File: config.mk
export PLATFORM = sky130hd
export DESIGN_NAME = itbs_search_ctrl
export DESIGN_NICKNAME = d
export VERILOG_FILES = /design/src/hdl/itbs_pkg.sv /design/src/hdl/itbs_search_ctrl.sv
export SDC_FILE = /design/constraint.sdc
export NUM_CORES = 1
export LEC_CHECK = 0
export BUFFER_PORTS_ARGS = -buffer_cell sky130_fd_sc_hd__buf_2
export CAP_MARGIN = 20
export CORE_UTILIZATION = 30
export CTS_CLUSTER_SIZE = 25
export DETAILED_ROUTE_END_ITERATION = 10
export GPL_TIMING_DRIVEN = 0
export SYNTH_ARGS = -nofsm -noshare
export SYNTH_HDL_FRONTEND = slang
export SYNTH_SLANG_ARGS = --single-unit
File: constraint.sdc
create_clock -name clock -period 6 [get_ports clock]
set_input_delay 0.6 -clock clock [delete_from_list [all_inputs] [get_ports clock]]
set_output_delay 0.6 -clock clock [all_outputs]
set_load 0.005 [all_outputs]
File: src/hdl/itbs_pkg.sv
// Shared types and constants for the interval table binary search unit.
`timescale 1ns / 1ps

package itbs_pkg;

   localparam int TABLE_DEPTH = 1024;
   localparam int IDX_W       = $clog2(TABLE_DEPTH);
   localparam int COUNT_W     = IDX_W + 1;
   localparam int DATA_W      = 32;
   localparam int QADDR_W     = 64;

   localparam logic FUNC_LOAD   = 1'b0;
   localparam logic FUNC_LOOKUP = 1'b1;

   typedef enum logic [3:0] {
      ST_IDLE  = 4'b0001,
      ST_ISSUE = 4'b0010,
      ST_CHECK = 4'b0100,
      ST_HOLD  = 4'b1000
   } state_type;

   typedef struct packed {
      logic [DATA_W-1:0] start;
      logic [DATA_W-1:0] length;
      logic [DATA_W-1:0] payload;
   } entry_type;

   typedef struct packed {
      logic             wr_en;
      logic [IDX_W-1:0] wr_addr;
      entry_type        wr_data;
      logic             rd_en;
      logic [IDX_W-1:0] rd_addr;
   } ram_cmd_type;

   typedef struct packed {
      logic              hit;
      logic [DATA_W-1:0] payload;
   } result_type;

endpackage

File: src/hdl/itbs_search_ctrl.sv
// Search sequencer: takes items, writes loads, bisects the table for lookups.
`timescale 1ns / 1ps

module itbs_search_ctrl (
   input  logic                                  clock,
   input  logic                                  reset,
   input  logic                                  req_valid,
   output logic                                  req_stall,
   input  logic                                  req_func,
   input  logic [itbs_pkg::IDX_W-1:0]            req_entry_index,
   input  logic [itbs_pkg::DATA_W-1:0]           req_entry_start,
   input  logic [itbs_pkg::DATA_W-1:0]           req_entry_length,
   input  logic [itbs_pkg::DATA_W-1:0]           req_entry_payload,
   input  logic [itbs_pkg::QADDR_W-1:0]          req_query_addr,
   input  logic [itbs_pkg::COUNT_W-1:0]          entry_count,
   output itbs_pkg::ram_cmd_type                 ram_cmd,
   input  itbs_pkg::entry_type                   rd_data,
   output logic                                  res_valid,
   output itbs_pkg::result_type                  res,
   input  logic                                  res_take
);

   itbs_pkg::state_type                state_ff, state_in;
   logic [itbs_pkg::COUNT_W-1:0]       lo_ff, lo_in;
   logic [itbs_pkg::COUNT_W-1:0]       hi_ff, hi_in;
   logic [itbs_pkg::COUNT_W-1:0]       mid_ff, mid_in;
   logic [itbs_pkg::DATA_W-1:0]        addr_ff, addr_in;
   itbs_pkg::result_type               res_ff, res_in;

   logic                               accept;
   logic [itbs_pkg::COUNT_W-1:0]       count_clamped;
   logic [itbs_pkg::COUNT_W-1:0]       span;
   logic [itbs_pkg::COUNT_W-1:0]       mid_calc;
   logic [itbs_pkg::DATA_W-1:0]        end_addr;
   logic [itbs_pkg::COUNT_W-1:0]       lo_next;
   logic [itbs_pkg::COUNT_W-1:0]       hi_next;
   logic                               wide_addr;

   assign accept    = req_valid && !req_stall;
   assign req_stall = (state_ff != itbs_pkg::ST_IDLE);
   assign wide_addr = |req_query_addr[itbs_pkg::QADDR_W-1:itbs_pkg::DATA_W];

   assign count_clamped = (entry_count > itbs_pkg::COUNT_W'(itbs_pkg::TABLE_DEPTH))
                        ? itbs_pkg::COUNT_W'(itbs_pkg::TABLE_DEPTH) : entry_count;

   assign span     = hi_ff - lo_ff;
   assign mid_calc = lo_ff + (span >> 1);
   // end of interval wraps at 32 bits
   assign end_addr = rd_data.start + rd_data.length;

   always_comb begin
      ram_cmd.wr_en   = accept && (req_func == itbs_pkg::FUNC_LOAD)
                        && ({1'b0, req_entry_index} <
                            itbs_pkg::COUNT_W'(itbs_pkg::TABLE_DEPTH));
      ram_cmd.wr_addr = req_entry_index;
      ram_cmd.wr_data = '{start:   req_entry_start,
                          length:  req_entry_length,
                          payload: req_entry_payload};
      ram_cmd.rd_en   = (state_ff == itbs_pkg::ST_ISSUE);
      ram_cmd.rd_addr = mid_calc[itbs_pkg::IDX_W-1:0];
   end

   always_comb begin
      state_in = state_ff;
      lo_in    = lo_ff;
      hi_in    = hi_ff;
      mid_in   = mid_ff;
      addr_in  = addr_ff;
      res_in   = res_ff;
      lo_next  = lo_ff;
      hi_next  = hi_ff;
      unique case (state_ff)
         itbs_pkg::ST_IDLE: begin
            if (accept && (req_func == itbs_pkg::FUNC_LOOKUP)) begin
               addr_in = req_query_addr[itbs_pkg::DATA_W-1:0];
               lo_in   = '0;
               hi_in   = count_clamped;
               res_in  = '{hit: 1'b0, payload: '0};
               if (wide_addr || (count_clamped == '0)) begin
                  state_in = itbs_pkg::ST_HOLD;
               end else begin
                  state_in = itbs_pkg::ST_ISSUE;
               end
            end
         end
         itbs_pkg::ST_ISSUE: begin
            mid_in   = mid_calc;
            state_in = itbs_pkg::ST_CHECK;
         end
         itbs_pkg::ST_CHECK: begin
            if (addr_ff < rd_data.start) begin
               hi_next = mid_ff;
            end else begin
               lo_next = mid_ff + itbs_pkg::COUNT_W'(1);
            end
            if ((addr_ff >= rd_data.start) && (addr_ff < end_addr)) begin
               res_in   = '{hit: 1'b1, payload: rd_data.payload};
               state_in = itbs_pkg::ST_HOLD;
            end else if (hi_next > lo_next) begin
               lo_in    = lo_next;
               hi_in    = hi_next;
               state_in = itbs_pkg::ST_ISSUE;
            end else begin
               state_in = itbs_pkg::ST_HOLD;
            end
         end
         itbs_pkg::ST_HOLD: begin
            if (res_take) begin
               state_in = itbs_pkg::ST_IDLE;
            end
         end
         default: begin
            state_in = itbs_pkg::ST_IDLE;
         end
      endcase
   end

   always_ff @(posedge clock) begin
      if (reset) begin
         state_ff <= itbs_pkg::ST_IDLE;
      end else begin
         state_ff <= state_in;
      end
   end

   always_ff @(posedge clock) begin
      lo_ff   <= lo_in;
      hi_ff   <= hi_in;
      mid_ff  <= mid_in;
      addr_ff <= addr_in;
      res_ff  <= res_in;
   end

   assign res_valid = (state_ff == itbs_pkg::ST_HOLD);
   assign res       = res_ff;

endmodule

# Yosys cells after proc, flatten, opt, wreduce, memory -nomap -nowiden
# Index checks and enable logic that the tools add are counted.
classes:
  bitwise: 1
  div: 0
  mux: 22
  n_shift: 0
  n_eq_ne: 10
  order_cmp: 5
  mul: 0
  n_reduce_logical: 13
  addsub: 4
ops:
  columns: ["cell", "n"]
  rows:
  - ["$mux W11", 11]
  - ["$mux W33", 2]
  - ["$pmux W33 S2", 1]
  - ["$lt A32 B32 Y1", 2]
  - ["$pmux W11 S2", 2]
  - ["$add A32 B32 Y32", 1]
  - ["$ge A32 B32 Y1", 1]
  - ["$reduce_or A32 Y1", 1]
  - ["$mux W4", 5]
  - ["$pmux W4 S4", 1]
  - ["$add A11 B1 Y11 const B", 1]
  - ["$add A11 B10 Y11", 1]
  - ["$gt A11 B11 Y1", 1]
  - ["$gt A11 B11 Y1 const B", 1]
  - ["$logic_not A11 Y1", 1]
  - ["$sub A11 B11 Y11", 1]
  - ["$ne A2 B2 Y1 const B", 4]
  - ["$eq A4 B1 Y1 const B", 1]
  - ["$eq A4 B2 Y1 const B", 1]
  - ["$eq A4 B3 Y1 const B", 1]
  - ["$eq A4 B4 Y1 const B", 1]
  - ["$logic_and A1 B1 Y1", 4]
  - ["$ne A4 B1 Y1 const B", 1]
  - ["$reduce_and A2 Y1", 2]
  - ["other kinds (7)", 7]
totals:
  rom_bits: 0
  out_inout_bits: 153
  latchBits: 0
  ramBits: 0
  in_bits: 282
  memories: 0
  register_bits: 102
  word_cells: 62

# Logic depth before layout (Yosys ltp)
# Gate-level depths: netlist of run 1.
depth:
  ltp_word: 7
  depth_mapped: 23
  mapped_depth_nobuf: 22

# Worst setup path after synthesis of run 1
# Ideal clock, no wire load.
synth_timing:
  path_type: "input-to-reg"
  from: "input port rd_data[32] (netlist bit)"
  to: "register res_ff (netlist bit res[0]), enable pin"
  slack_ns: -0.562
  t_arrival_ns: 6.089
  cell_stages: 21
  t_required_ns: 5.527
  n_path_buf: 0
  setup_time_ns: 0.473
  path_cell_list: "ha_1 > inv_1 > fa_1 > nor2b_1 > o31ai_1 > a21o_1 > o21bai_1 > a21o_1 > a31o_1 > a21o_1 > a21oi_1 > xor2_1 > ha_1 > a21o_1 > a21o_1 > a21oi_1 > o221a_1 > o31ai_1 > a21oi_1 > nor3_1 > o31ai_1"
synth_via:
  elab_chain_cells: 5
synth_lines:
  columns: ["item", "line_no", "rtl"]
  rows:
  - ["start: declaration", "itbs_search_ctrl.sv:17", "input itbs_pkg::entry_type rd_data,"]
  - ["$add A32 B32 Y32", "itbs_search_ctrl.sv:49", "assign end_addr = rd_data.start + rd_data.length;"]
  - ["$lt A32 B32 Y1", "itbs_search_ctrl.sv:96", "if ((addr_ff >= rd_data.start) && (addr_ff < end_addr)) begin"]
  - ["$logic_and A1 B1 Y1", "itbs_search_ctrl.sv:96", null]
  - ["$ne A2 B2 Y1 (no source line)", null, null]
  - ["$reduce_and A3 Y1 (no source line)", null, null]
  - ["end signal: assignment", "itbs_search_ctrl.sv:131", "res_ff <= res_in;"]
  - ["end: declaration", "itbs_search_ctrl.sv:28", "itbs_pkg::result_type res_ff, res_in;"]
# Every way passes these cells.
# A chain may end at the register's enable or synchronous reset.

# Final worst setup path of run 1
layout_timing:
  from: "input port rd_data[32] (netlist bit)"
  to: "register lo_ff[8] (netlist bit), enable pin"
layout_via:
  elab_chain_cells: 5
layout_lines:
  columns: ["item", "line_no", "rtl"]
  rows:
  - ["$add A32 B32 Y32", "itbs_search_ctrl.sv:49", null]
  - ["$lt A32 B32 Y1", "itbs_search_ctrl.sv:96", null]
  - ["$logic_and A1 B1 Y1", "itbs_search_ctrl.sv:96", null]
  - ["$ne A2 B2 Y1 (no source line)", null, null]
  - ["$reduce_and A4 Y1 (no source line)", null, null]
  - ["end signal: assignment", "itbs_search_ctrl.sv:127", "lo_ff <= lo_in;"]
  - ["end: declaration", "itbs_search_ctrl.sv:24", "logic [itbs_pkg::COUNT_W-1:0] lo_ff, lo_in;"]
# Every way passes these cells.

==> impl_metrics.env, run 1 <==
export IMPL_route_vias_total=7558
export IMPL_yosysMostFrequentCell="ha_1"
export IMPL_cp_arrival_ns=5.43
export IMPL_hold_buffers=0
export IMPL_met2_length_um=12200
export IMPL_ir_worst_vdd_v=0.000143
export IMPL_synthMuxAreaShare_pct=2.62
export IMPL_synthesis_nets=1299
export IMPL_hold_class="input pin to flop"
export IMPL_place_congestion=0.839
export IMPL_grt_pass1_wl_um=36600
export IMPL_final_util_pct=39.4
export IMPL_synth_xor_area_share_pct=5.39
export IMPL_grt_setup_unrepaired="no"
export IMPL_synth_top_family_by_area="adder cells"
export IMPL_finalClockSkew_ns=0.0159
export IMPL_hp_start="req_query_addr[26]"
export IMPL_yosysUniqueCellTypes=62
export IMPL_nFillCells=2984
export IMPL_vias_per_cell=4.67
export IMPL_hold_viol=0
export IMPL_syn_cell_area_um2=8930
export IMPL_synth_area_leader_cell="edfxtp_1"
export IMPL_synth_compound_area_share_pct=15.3
export IMPL_synth_simple_area_share_pct=11.4
export IMPL_finalWorstSetupSlack_ns=0.625
export IMPL_relSlewSlack_pct=38.8
export IMPL_min_period_ns=5.37
export IMPL_numClockSinks=102
export IMPL_ys_warn_count=0
export IMPL_setup_violations=0
export IMPL_grt_max_degree=34
export IMPL_critPathRequiredTime_ns=6.06
export IMPL_cts_tree="yes"
export IMPL_cts_root_buf="clkbuf_16"
export IMPL_p_leak_nw=5.67
export IMPL_hold_path_depth=1
export IMPL_initial_utilization_pct=30.8
export IMPL_fin_crit_sh_pct=89.6
export IMPL_synthArstFlopShare_pct=0
export IMPL_synth_edff_count=98
export IMPL_areaGrowthSynthToFinish_pct=28.0
export IMPL_antenna_found_initial=1
export IMPL_dp_hpwl_um=20300
export IMPL_slew_violations=0
export IMPL_ios=435
export IMPL_grt_ovfl_total=0
export IMPL_hold_end="addr_ff[26]"
export IMPL_power_density_nw_per_um2=230
export IMPL_htree_levels=3
export IMPL_grt_pass1_vias=7334
export IMPL_syn_avg_cell_area_um2=10.1
export IMPL_max_freq_ghz=0.186
export IMPL_layout_drive_gt1_share_pct=39.4
export IMPL_tightestPinTransition_ns=0.918
export IMPL_io_buffers=328
export IMPL_pre_cts_slack_ns=0.0740
export IMPL_drc=0
export IMPL_synthAdderAreaFrac_pct=18.2
export IMPL_clk_latency_ns=0.36
export IMPL_synth_top_cells_by_count="ha_1, buf_4, edfxtp_1, inv_1, a21oi_1"
export IMPL_status="finished clean"
export IMPL_drt_first_pass_iters=5
export IMPL_cts_resized=0
export IMPL_path_class="input pin to flop"
export IMPL_endpoint_kind="flop"
export IMPL_crit_path_start_kind="input pin"
export IMPL_wl_um=23900
export IMPL_ys_ff_latch=102
export IMPL_core_area_um2=29000
export IMPL_synth_top_area_share_pct=32.9
export IMPL_die_w_um=175
export IMPL_cts_buffers=9
export IMPL_max_cap_violations=0
export IMPL_reg2reg_to="lo_ff[8]"
export IMPL_dieArea_um2=30500
export IMPL_first_iter_violations=351
export IMPL_seq_area_frac_synth_pct=33.8
export IMPL_wl_met3_um=1510
export IMPL_r2r_start="addr_ff[1]"
export IMPL_met1_length_um=9800
export IMPL_fp_dieH_um=175
export IMPL_wl_per_cell_um=14.7
export IMPL_ant_nets=0
export IMPL_worstRegToRegCells=21
export IMPL_syn_inst=889
export IMPL_critPathMaxFanout=15
export IMPL_clk_path_buf_depth=2
export IMPL_cts_setup_buffers=0
export IMPL_synthTopCellsByArea="edfxtp_1, ha_1, buf_4, a21o_1, xnor2_1"
export IMPL_ys_flop_type="edfxtp_1"
export IMPL_highest_layer="met4"
export IMPL_nets=1640
export IMPL_clk_pin_slew_ns=0.08
export IMPL_rrSetupSlack_ns=0.97
export IMPL_rows=62
export IMPL_gr_usage_all_layers_pct=15.1
[metal layers]
metal	GRT usage (%)	vias to the layer above
met3	2.83	19
li1	-	3792
met1	17.8	3471
met2	27.9	276
met4	3.88	0
met5	0	-
[worst max-delay path by stage]
stage / start / end / slack (ns) / cells after the start
after global routing: rd_data[32] / lo_ff[8] / 0.23 / 22
final: rd_data[32] / lo_ff[8] / 0.63 / 22
after floorplan: rd_data[32] / hi_ff[0] / 0.04 / 21
after detailed placement: rd_data[32] / lo_ff[7] / 0.07 / 22
after CTS: rd_data[32] / lo_ff[8] / 0.45 / 22
after global placement: rd_data[32] / lo_ff[2] / -1.83 / 21
[worst max-delay path, cell delays in order]
cell	delay, ns
buf_2	0.10
ha_1	0.22
inv_1	0.07
fa_1	0.20
nor2b_1	0.06
o31ai_1	0.37
a21o_1	0.21
o21bai_1	0.07
a21o_1	0.21
a31o_1	0.25
a21o_1	0.19
a21oi_1	0.17
xor2_1	0.09
ha_1	0.27
nand4_1	0.14
or2_1	0.28
o31ai_1	0.33
a21oi_1	0.21
nor3_1	0.42
nor2_1	0.16
o31ai_4	0.56
buf_16	0.23
[cell type report]
type / instances / area [µm²] / area share (%)
antenna: 1 / 2.50 / 0.0219
buffer: 128 / 927 / 8.11
clock buffer: 9 / 225 / 1.97
clock inverter: 7 / 66.3 / 0.580
inverter: 69 / 259 / 2.27
multi-input combinational: 590 / 4750 / 41.6
sequential: 102 / 3020 / 26.4
tap: 384 / 480 / 4.20
timing repair buffer: 330 / 1700 / 14.8
[cells in the final DEF (no fill, tap or decap), drive strengths merged, types with 11 or more instances in the layout]
master,instances
nand3,17
nor4,11
o21ai,28
nor2,41
clkbuf,18
mux2i,11
xor2,17
nand2,20
edfxtp,98
nand4,18
mux2,11
o21bai,16
xnor2,38
inv,72
buf,449
a21oi,59
a21o,51
ha,125
and2,32
[through the flow]
step	power [mW]	instance area, µm²	hold WS, ns	instances	TNS [ns]
2_1_floorplan	1.69	8940	0.498	889	0
3_3_place_gp	2.03	11100	0.553	1601	-76.78
3_5_place_dp	2.07	11100	0.552	1603	0
4_1_cts	2.68	11400	0.394	1619	0
5_1_grt	2.83	11400	0.393	1620	0
6_report	2.63	11400	0.414	1620	0
[state kept, by name (all words and copies together), names as in the netlist]
| register | flops |
|---|---|
| addr_ff | 32 |
| res | 33 |
| state_ff | 4 |
| lo_ff | 11 |
| mid_ff | 11 |
| hi_ff | 11 |
[power breakdown]
group | total (mW) | internal (mW) | switching, mW
clock network | 0.596 | 0.292 | 0.304
registers | 0.910 | 0.877 | 0.0337
logic | 1.13 | 0.571 | 0.555
[cell families after synthesis]
kind of cell             count (synthesis)
multiplexers                            22
flip-flops                             102
AND/OR/NAND/NOR                        186
XOR/XNOR                                55
buffers and inverters                  197
AO/OA/AOI/OAI                          199
adder cells (fa/ha/maj)                128
Note: power is estimated with default switching activity, not from simulation.
==> run 2, diff against run 1 <==
CORE_AREA = 2 2 171 173   (was unset)
CORE_UTILIZATION = unset   (was 30)
DIE_AREA = 0 0 173 175   (was unset)
==> impl_metrics.env, run 2 (synthesized netlist as in run 1, its figures left out) <==
export IMPL_regArea_um2=3020
export IMPL_nets=1640
export IMPL_cts_tree="yes"
export IMPL_cts_root_buf="clkbuf_16"
export IMPL_status="finished clean"
export IMPL_clk_latency_ns=0.36
export IMPL_drt_first_pass_iters=4
export IMPL_clk_path_buf_depth=2
export IMPL_cts_resized=0
export IMPL_finalClockSkew_ns=0.0208
export IMPL_critPathRequiredTime_ns=6.06
export IMPL_max_freq_ghz=0.181
export IMPL_cts_setup_buffers=0
export IMPL_layout_drive_gt1_share_pct=39.4
export IMPL_grt_max_degree=34
export IMPL_ios=435
export IMPL_relSlewSlack_pct=42.7
export IMPL_route_vias_total=7476
export IMPL_pre_cts_slack_ns=-0.00219
export IMPL_final_cell_mix="buf_2, ha_1, buf_4"
export IMPL_setup_violations=0
export IMPL_core_area_um2=28400
export IMPL_p_leak_nw=5.67
export IMPL_crit_buf_inv=3
export IMPL_power_density_nw_per_um2=231
export IMPL_areaGrowthSynthToFinish_pct=27.8
export IMPL_multi_input_area_um2=4750
export IMPL_hold_buffers=0
export IMPL_path_depth=22
export IMPL_met1_length_um=10100
export IMPL_mostFrequentLayoutCell="buf_2"
export IMPL_die_w_um=173
export IMPL_gr_usage_all_layers_pct=15.5
export IMPL_slew_violations=0
export IMPL_endpoint_kind="flop"
export IMPL_fp_dieH_um=175
export IMPL_placed_cell_area_um2=11100
export IMPL_grt_setup_unrepaired="no"
export IMPL_hold_end="addr_ff[31]"
export IMPL_wl_met3_um=1510
export IMPL_p_total_mw=2.64
export IMPL_initial_utilization_pct=31.5
export IMPL_vias_per_cell=4.61
export IMPL_critPathMaxStageDelay_ns=0.59
export IMPL_critPathTopFamily="compound AO/OA/AOI/OAI gates"
export IMPL_grt_ovfl_total=0
export IMPL_rows=62
export IMPL_rrSetupSlack_ns=0.98
export IMPL_whs_ns=0.412
export IMPL_ant_nets=0
export IMPL_io_buffers=328
export IMPL_dp_hpwl_um=20600
export IMPL_ir_worst_vdd_v=0.000161
export IMPL_min_period_ns=5.54
export IMPL_highest_layer="met5"
export IMPL_cp_arrival_ns=5.60
export IMPL_tightestPinTransition_ns=0.847
export IMPL_drc=0
export IMPL_worstRegToRegCells=21
export IMPL_clk_pin_slew_ns=0.09
export IMPL_wl_per_cell_um=14.9
export IMPL_crit_top_cell="a21o_1"
export IMPL_grt_pass1_wl_um=37900
export IMPL_final_util_pct=40.2
export IMPL_r2r_start="addr_ff[1]"
export IMPL_fin_crit_sh_pct=92.3
export IMPL_wl_um=24100
export IMPL_reg2reg_to="hi_ff[4]"
export IMPL_max_cap_violations=0
export IMPL_hold_viol=0
export IMPL_dp_cells=1603
export IMPL_largest_reg_flops=33
export IMPL_final_cells=1620
export IMPL_grt_pass1_vias=7443
export IMPL_critPathMaxFanout=13
export IMPL_finalWorstSetupSlack_ns=0.460
export IMPL_path_cells="buf_2 > ha_1 > inv_1 > fa_1 > nor2b_1 > o31ai_1 > a21o_1 > o21bai_1 > a21o_1 > a31o_1 > a21o_1 > a21oi_1 > xor2_1 > ha_1 > nand4_1 > or2_1 > o31ai_1 > a21oi_1 > nor3_1 > nor2_1 > o31ai_4 > buf_8"
export IMPL_first_iter_violations=311
export IMPL_cts_buffers=9
export IMPL_numClockSinks=102
export IMPL_hp_start="req_query_addr[31]"
export IMPL_antenna_found_initial=3
export IMPL_htree_levels=3
export IMPL_path_class="input pin to flop"
export IMPL_final_area_um2=11400
export IMPL_crit_path_start_kind="input pin"
export IMPL_place_congestion=0.835
export IMPL_setup_tns_final_ns=0
export IMPL_cpMaxStageDelayCell="o31ai_4"
export IMPL_hold_class="input pin to flop"
export IMPL_dieArea_um2=30300
export IMPL_nFillCells=2887
export IMPL_hold_path_depth=1
export IMPL_met2_length_um=12200
run 2: worst max-delay path by stage:
| stage | start | to | slack (ns) |
|---|---|---|---|
| 6_report | rd_data[32] | hi_ff[4] | 0.46 |
| 5_1_grt | rd_data[32] | lo_ff[8] | 0.02 |
| 4_1_cts | rd_data[32] | hi_ff[4] | 0.34 |
| 3_5_place_dp | rd_data[32] | lo_ff[5] | -0.002 |
| 3_3_place_gp | rd_data[32] | lo_ff[4] | -1.84 |
| 2_1_floorplan | rd_data[32] | hi_ff[0] | 0.04 |
run 2: layout make-up:
cell class                      count  share of cell area (%)
Inverter                           69                    2.27
Clock buffer                        9                    1.97
Multi-Input combinational cell    590                    41.6
Buffer                            128                    8.12
Clock inverter                      7                   0.701
Sequential cell                   102                    26.5
Timing Repair Buffer              330                    14.6
Antenna cell                        1                  0.0219
Tap cell                          384                    4.21
run 2: report_power, final:
| group | switching (mW) | total (mW) | internal, mW |
|---|---|---|---|
| clock network | 0.312 | 0.612 | 0.300 |
| logic | 0.554 | 1.12 | 0.565 |
| registers | 0.0333 | 0.910 | 0.877 |
run 2: layer usage:
layer  vias to the layer above  GRT usage (%)
met2                       235           27.9
met1                      3414           18.9
met5                         -              0
li1                       3798              -
met3                        25           3.74
met4                         4           3.32
run 2: worst register-to-register path: cells and delay by family, from the launching register on:
kind	cells	cell delay (ns)
buffers and inverters	3	0.80
AO/OA/AOI/OAI	11	2.27
AND/OR/NAND/NOR	4	0.49
multiplexers	1	0.28
flip-flops	1	0.41
adder cells (fa/ha/maj)	2	0.49
==> run 3, diff against run 2 <==
ABC_AREA = 1   (was unset)
CORE_AREA = 2 2 169 171   (was 2 2 171 173)
DIE_AREA = 0 0 171 173   (was 0 0 173 175)
==> impl_metrics.env, run 3 <==
export IMPL_status="finished clean"
export IMPL_core_area_um2=27600
export IMPL_route_vias_total=8644
export IMPL_seq_power_share_pct=25.5
export IMPL_grt_pass1_wl_um=42300
export IMPL_areaGrowthSynthToFinish_pct=26.3
export IMPL_final_cells=1874
export IMPL_cts_tree="yes"
export IMPL_cts_root_buf="clkbuf_16"
export IMPL_setup_violations=0
export IMPL_cpMaxStageDelayCell="a21oi_2"
export IMPL_clk_latency_ns=0.37
export IMPL_wl_per_cell_um=14.5
export IMPL_cts_buffers=9
export IMPL_hold_viol=0
export IMPL_syn_cell_area_um2=9470
export IMPL_synth_top_area_share_pct=31.1
export IMPL_placed_cell_area_um2=11700
export IMPL_clk_pin_slew_ns=0.08
export IMPL_synth_area_leader_cell="edfxtp_1"
export IMPL_p_total_mw=5.04
export IMPL_power_density_nw_per_um2=421
export IMPL_antenna_found_initial=2
export IMPL_dp_cells=1857
export IMPL_switchingPower_mw=2.07
export IMPL_rows=61
export IMPL_clk_path_buf_depth=2
export IMPL_fin_crit_sh_pct=75.4
export IMPL_path_class="input pin to flop"
export IMPL_ir_worst_vdd_v=0.000508
export IMPL_p_sw_share_pct=41.1
export IMPL_cts_resized=0
export IMPL_slew_violations=0
export IMPL_ant_nets=0
export IMPL_yosysUniqueCellTypes=50
export IMPL_gr_usage_all_layers_pct=18.1
export IMPL_nets=1900
export IMPL_yosysMostFrequentCell="nand2_1"
export IMPL_crit_path_start_kind="input pin"
export IMPL_numClockSinks=102
export IMPL_grt_pass1_vias=8594
export IMPL_p_clk_share_pct=12.0
export IMPL_fp_dieH_um=173
export IMPL_final_cell_mix="buf_2, nand2_1, inv_1"
export IMPL_min_period_ns=4.52
export IMPL_finalClockSkew_ns=0.0150
export IMPL_critPathRequiredTime_ns=6.07
export IMPL_syn_inst=1147
export IMPL_largest_reg_flops=33
export IMPL_path_cells="buf_2 > ha_1 > inv_1 > fa_1 > o21ai_1 > nand3_1 > nand2_1 > a21oi_1 > inv_1 > nand4_1 > nand3_1 > nand2_1 > ha_1 > nand2_1 > nor2_1 > nand4_1 > nor4_1 > nand2_1 > nand3_1 > nand2_1 > a21oi_2 > buf_8"
export IMPL_synthArstFlopShare_pct=0
export IMPL_htree_levels=3
export IMPL_hold_class="input pin to flop"
export IMPL_vias_per_cell=4.61
export IMPL_setup_tns_final_ns=0
export IMPL_io_buffers=328
export IMPL_internal_power_mw=2.96
export IMPL_relSlewSlack_pct=55.1
export IMPL_crit_top_cell="nand2_1"
export IMPL_synthTopCellsByArea="edfxtp_1, ha_1, buf_4, nand2_1, inv_1"
export IMPL_met1_length_um=11600
export IMPL_die_w_um=171
export IMPL_mostFrequentLayoutCell="buf_2"
export IMPL_synth_edff_count=98
export IMPL_met2_length_um=13200
export IMPL_wl_um=27200
export IMPL_ys_warn_count=0
export IMPL_highest_layer="met5"
export IMPL_critPathMaxStageDelay_ns=0.58
export IMPL_ys_flop_type="edfxtp_1"
export IMPL_cp_arrival_ns=4.59
export IMPL_final_util_pct=43.3
export IMPL_grt_ovfl_total=0
export IMPL_grt_max_degree=35
export IMPL_drc=0
export IMPL_endpoint_kind="flop"
export IMPL_max_cap_violations=0
export IMPL_place_congestion=0.910
export IMPL_layout_drive_gt1_share_pct=34.0
export IMPL_ys_ff_latch=102
export IMPL_first_iter_violations=348
export IMPL_seq_area_frac_synth_pct=31.9
export IMPL_tightestPinTransition_ns=0.673
export IMPL_dp_hpwl_um=23200
export IMPL_grt_setup_unrepaired="no"
export IMPL_max_freq_ghz=0.221
export IMPL_p_leak_nw=6.21
export IMPL_initial_utilization_pct=34.3
export IMPL_nFillCells=2834
export IMPL_synth_top_cells_by_count="nand2_1, inv_1, ha_1, buf_4, nor2_1"
export IMPL_wl_met3_um=1890
export IMPL_hold_buffers=0
export IMPL_syn_avg_cell_area_um2=8.25
export IMPL_ios=435
export IMPL_combPwrFrac_pct=62.5
export IMPL_cts_setup_buffers=0
export IMPL_dieArea_um2=29600
export IMPL_synthesis_nets=1557
export IMPL_critPathMaxFanout=12
export IMPL_drt_first_pass_iters=5
export IMPL_final_area_um2=12000
-- run 3: per-stage QoR --
stage	hold WS [ns]	setup slack [ns]
after floorplan	0.444	1.08
after global placement	0.467	-0.500
after detailed placement	0.495	1.06
after CTS	0.384	1.45
after global routing	0.390	1.07
final	0.406	1.48
-- run 3: area by class of cell --
| class | count | area, µm² | area share (%) |
|---|---|---|---|
| inverters | 176 | 661 | 5.53 |
| multi-input cells | 743 | 4870 | 40.7 |
| clock inverters | 6 | 53.8 | 0.450 |
| diodes | 1 | 2.50 | 0.0209 |
| well taps | 378 | 473 | 3.96 |
| flip-flops and latches | 102 | 3020 | 25.3 |
| plain buffers | 126 | 935 | 7.82 |
| clock buffers | 10 | 229 | 1.92 |
| repair buffers | 332 | 1710 | 14.3 |
-- run 3: logic make-up (layout without fill, tap and decap cells) --
logic type | after synthesis | in the layout | share of synthesized area (%)
AO/OA/AOI/OAI | 184 | 184 | 11.4
XOR/XNOR | 56 | 56 | 5.18
adder cells (fa/ha/maj) | 128 | 128 | 17.2
buffers and inverters | 302 | 650 | 16.9
flip-flops | 102 | 102 | 31.9
multiplexers | 1 | 1 | 0.106
other | 0 | 1 | 0
AND/OR/NAND/NOR | 374 | 374 | 17.3
-- run 3: metal layers --
metal | vias to the layer above | track usage (%)
met3 | 35 | 4.26
met5 | - | 0
li1 | 4406 | -
met4 | 2 | 5.12
met2 | 299 | 32.2
met1 | 3902 | 21.4
-- run 3: final timing paths --
path                startpoint          end  slack, ns  depth (start not counted)
min reg2reg        state_ff[0]  state_ff[2]       0.50                          1
min          req_query_addr[9]   addr_ff[9]       0.41                          1
max                rd_data[64]     hi_ff[9]       1.48                         22
max reg2reg        addr_ff[31]     hi_ff[9]       1.87                         21
-- run 3: power groups by stage --
stage | Clock [mW] | Combinational (mW) | Sequential (mW)
3_5_place_dp | 0 | 3.16 | 1.30
5_1_grt | 0.644 | 3.56 | 1.31
6_report | 0.603 | 3.15 | 1.28
2_1_floorplan | 0 | 2.16 | 1.29
3_3_place_gp | 0 | 3.04 | 1.33
4_1_cts | 0.627 | 3.19 | 1.29
-- run 3: worst max-delay path, delay by kind of cell --
family	cells	cell delay (ns)
AO/OA/AOI/OAI	3	1.00
adder cells (fa/ha/maj)	3	0.84
AND/OR/NAND/NOR	12	1.62
buffers and inverters	4	0.51
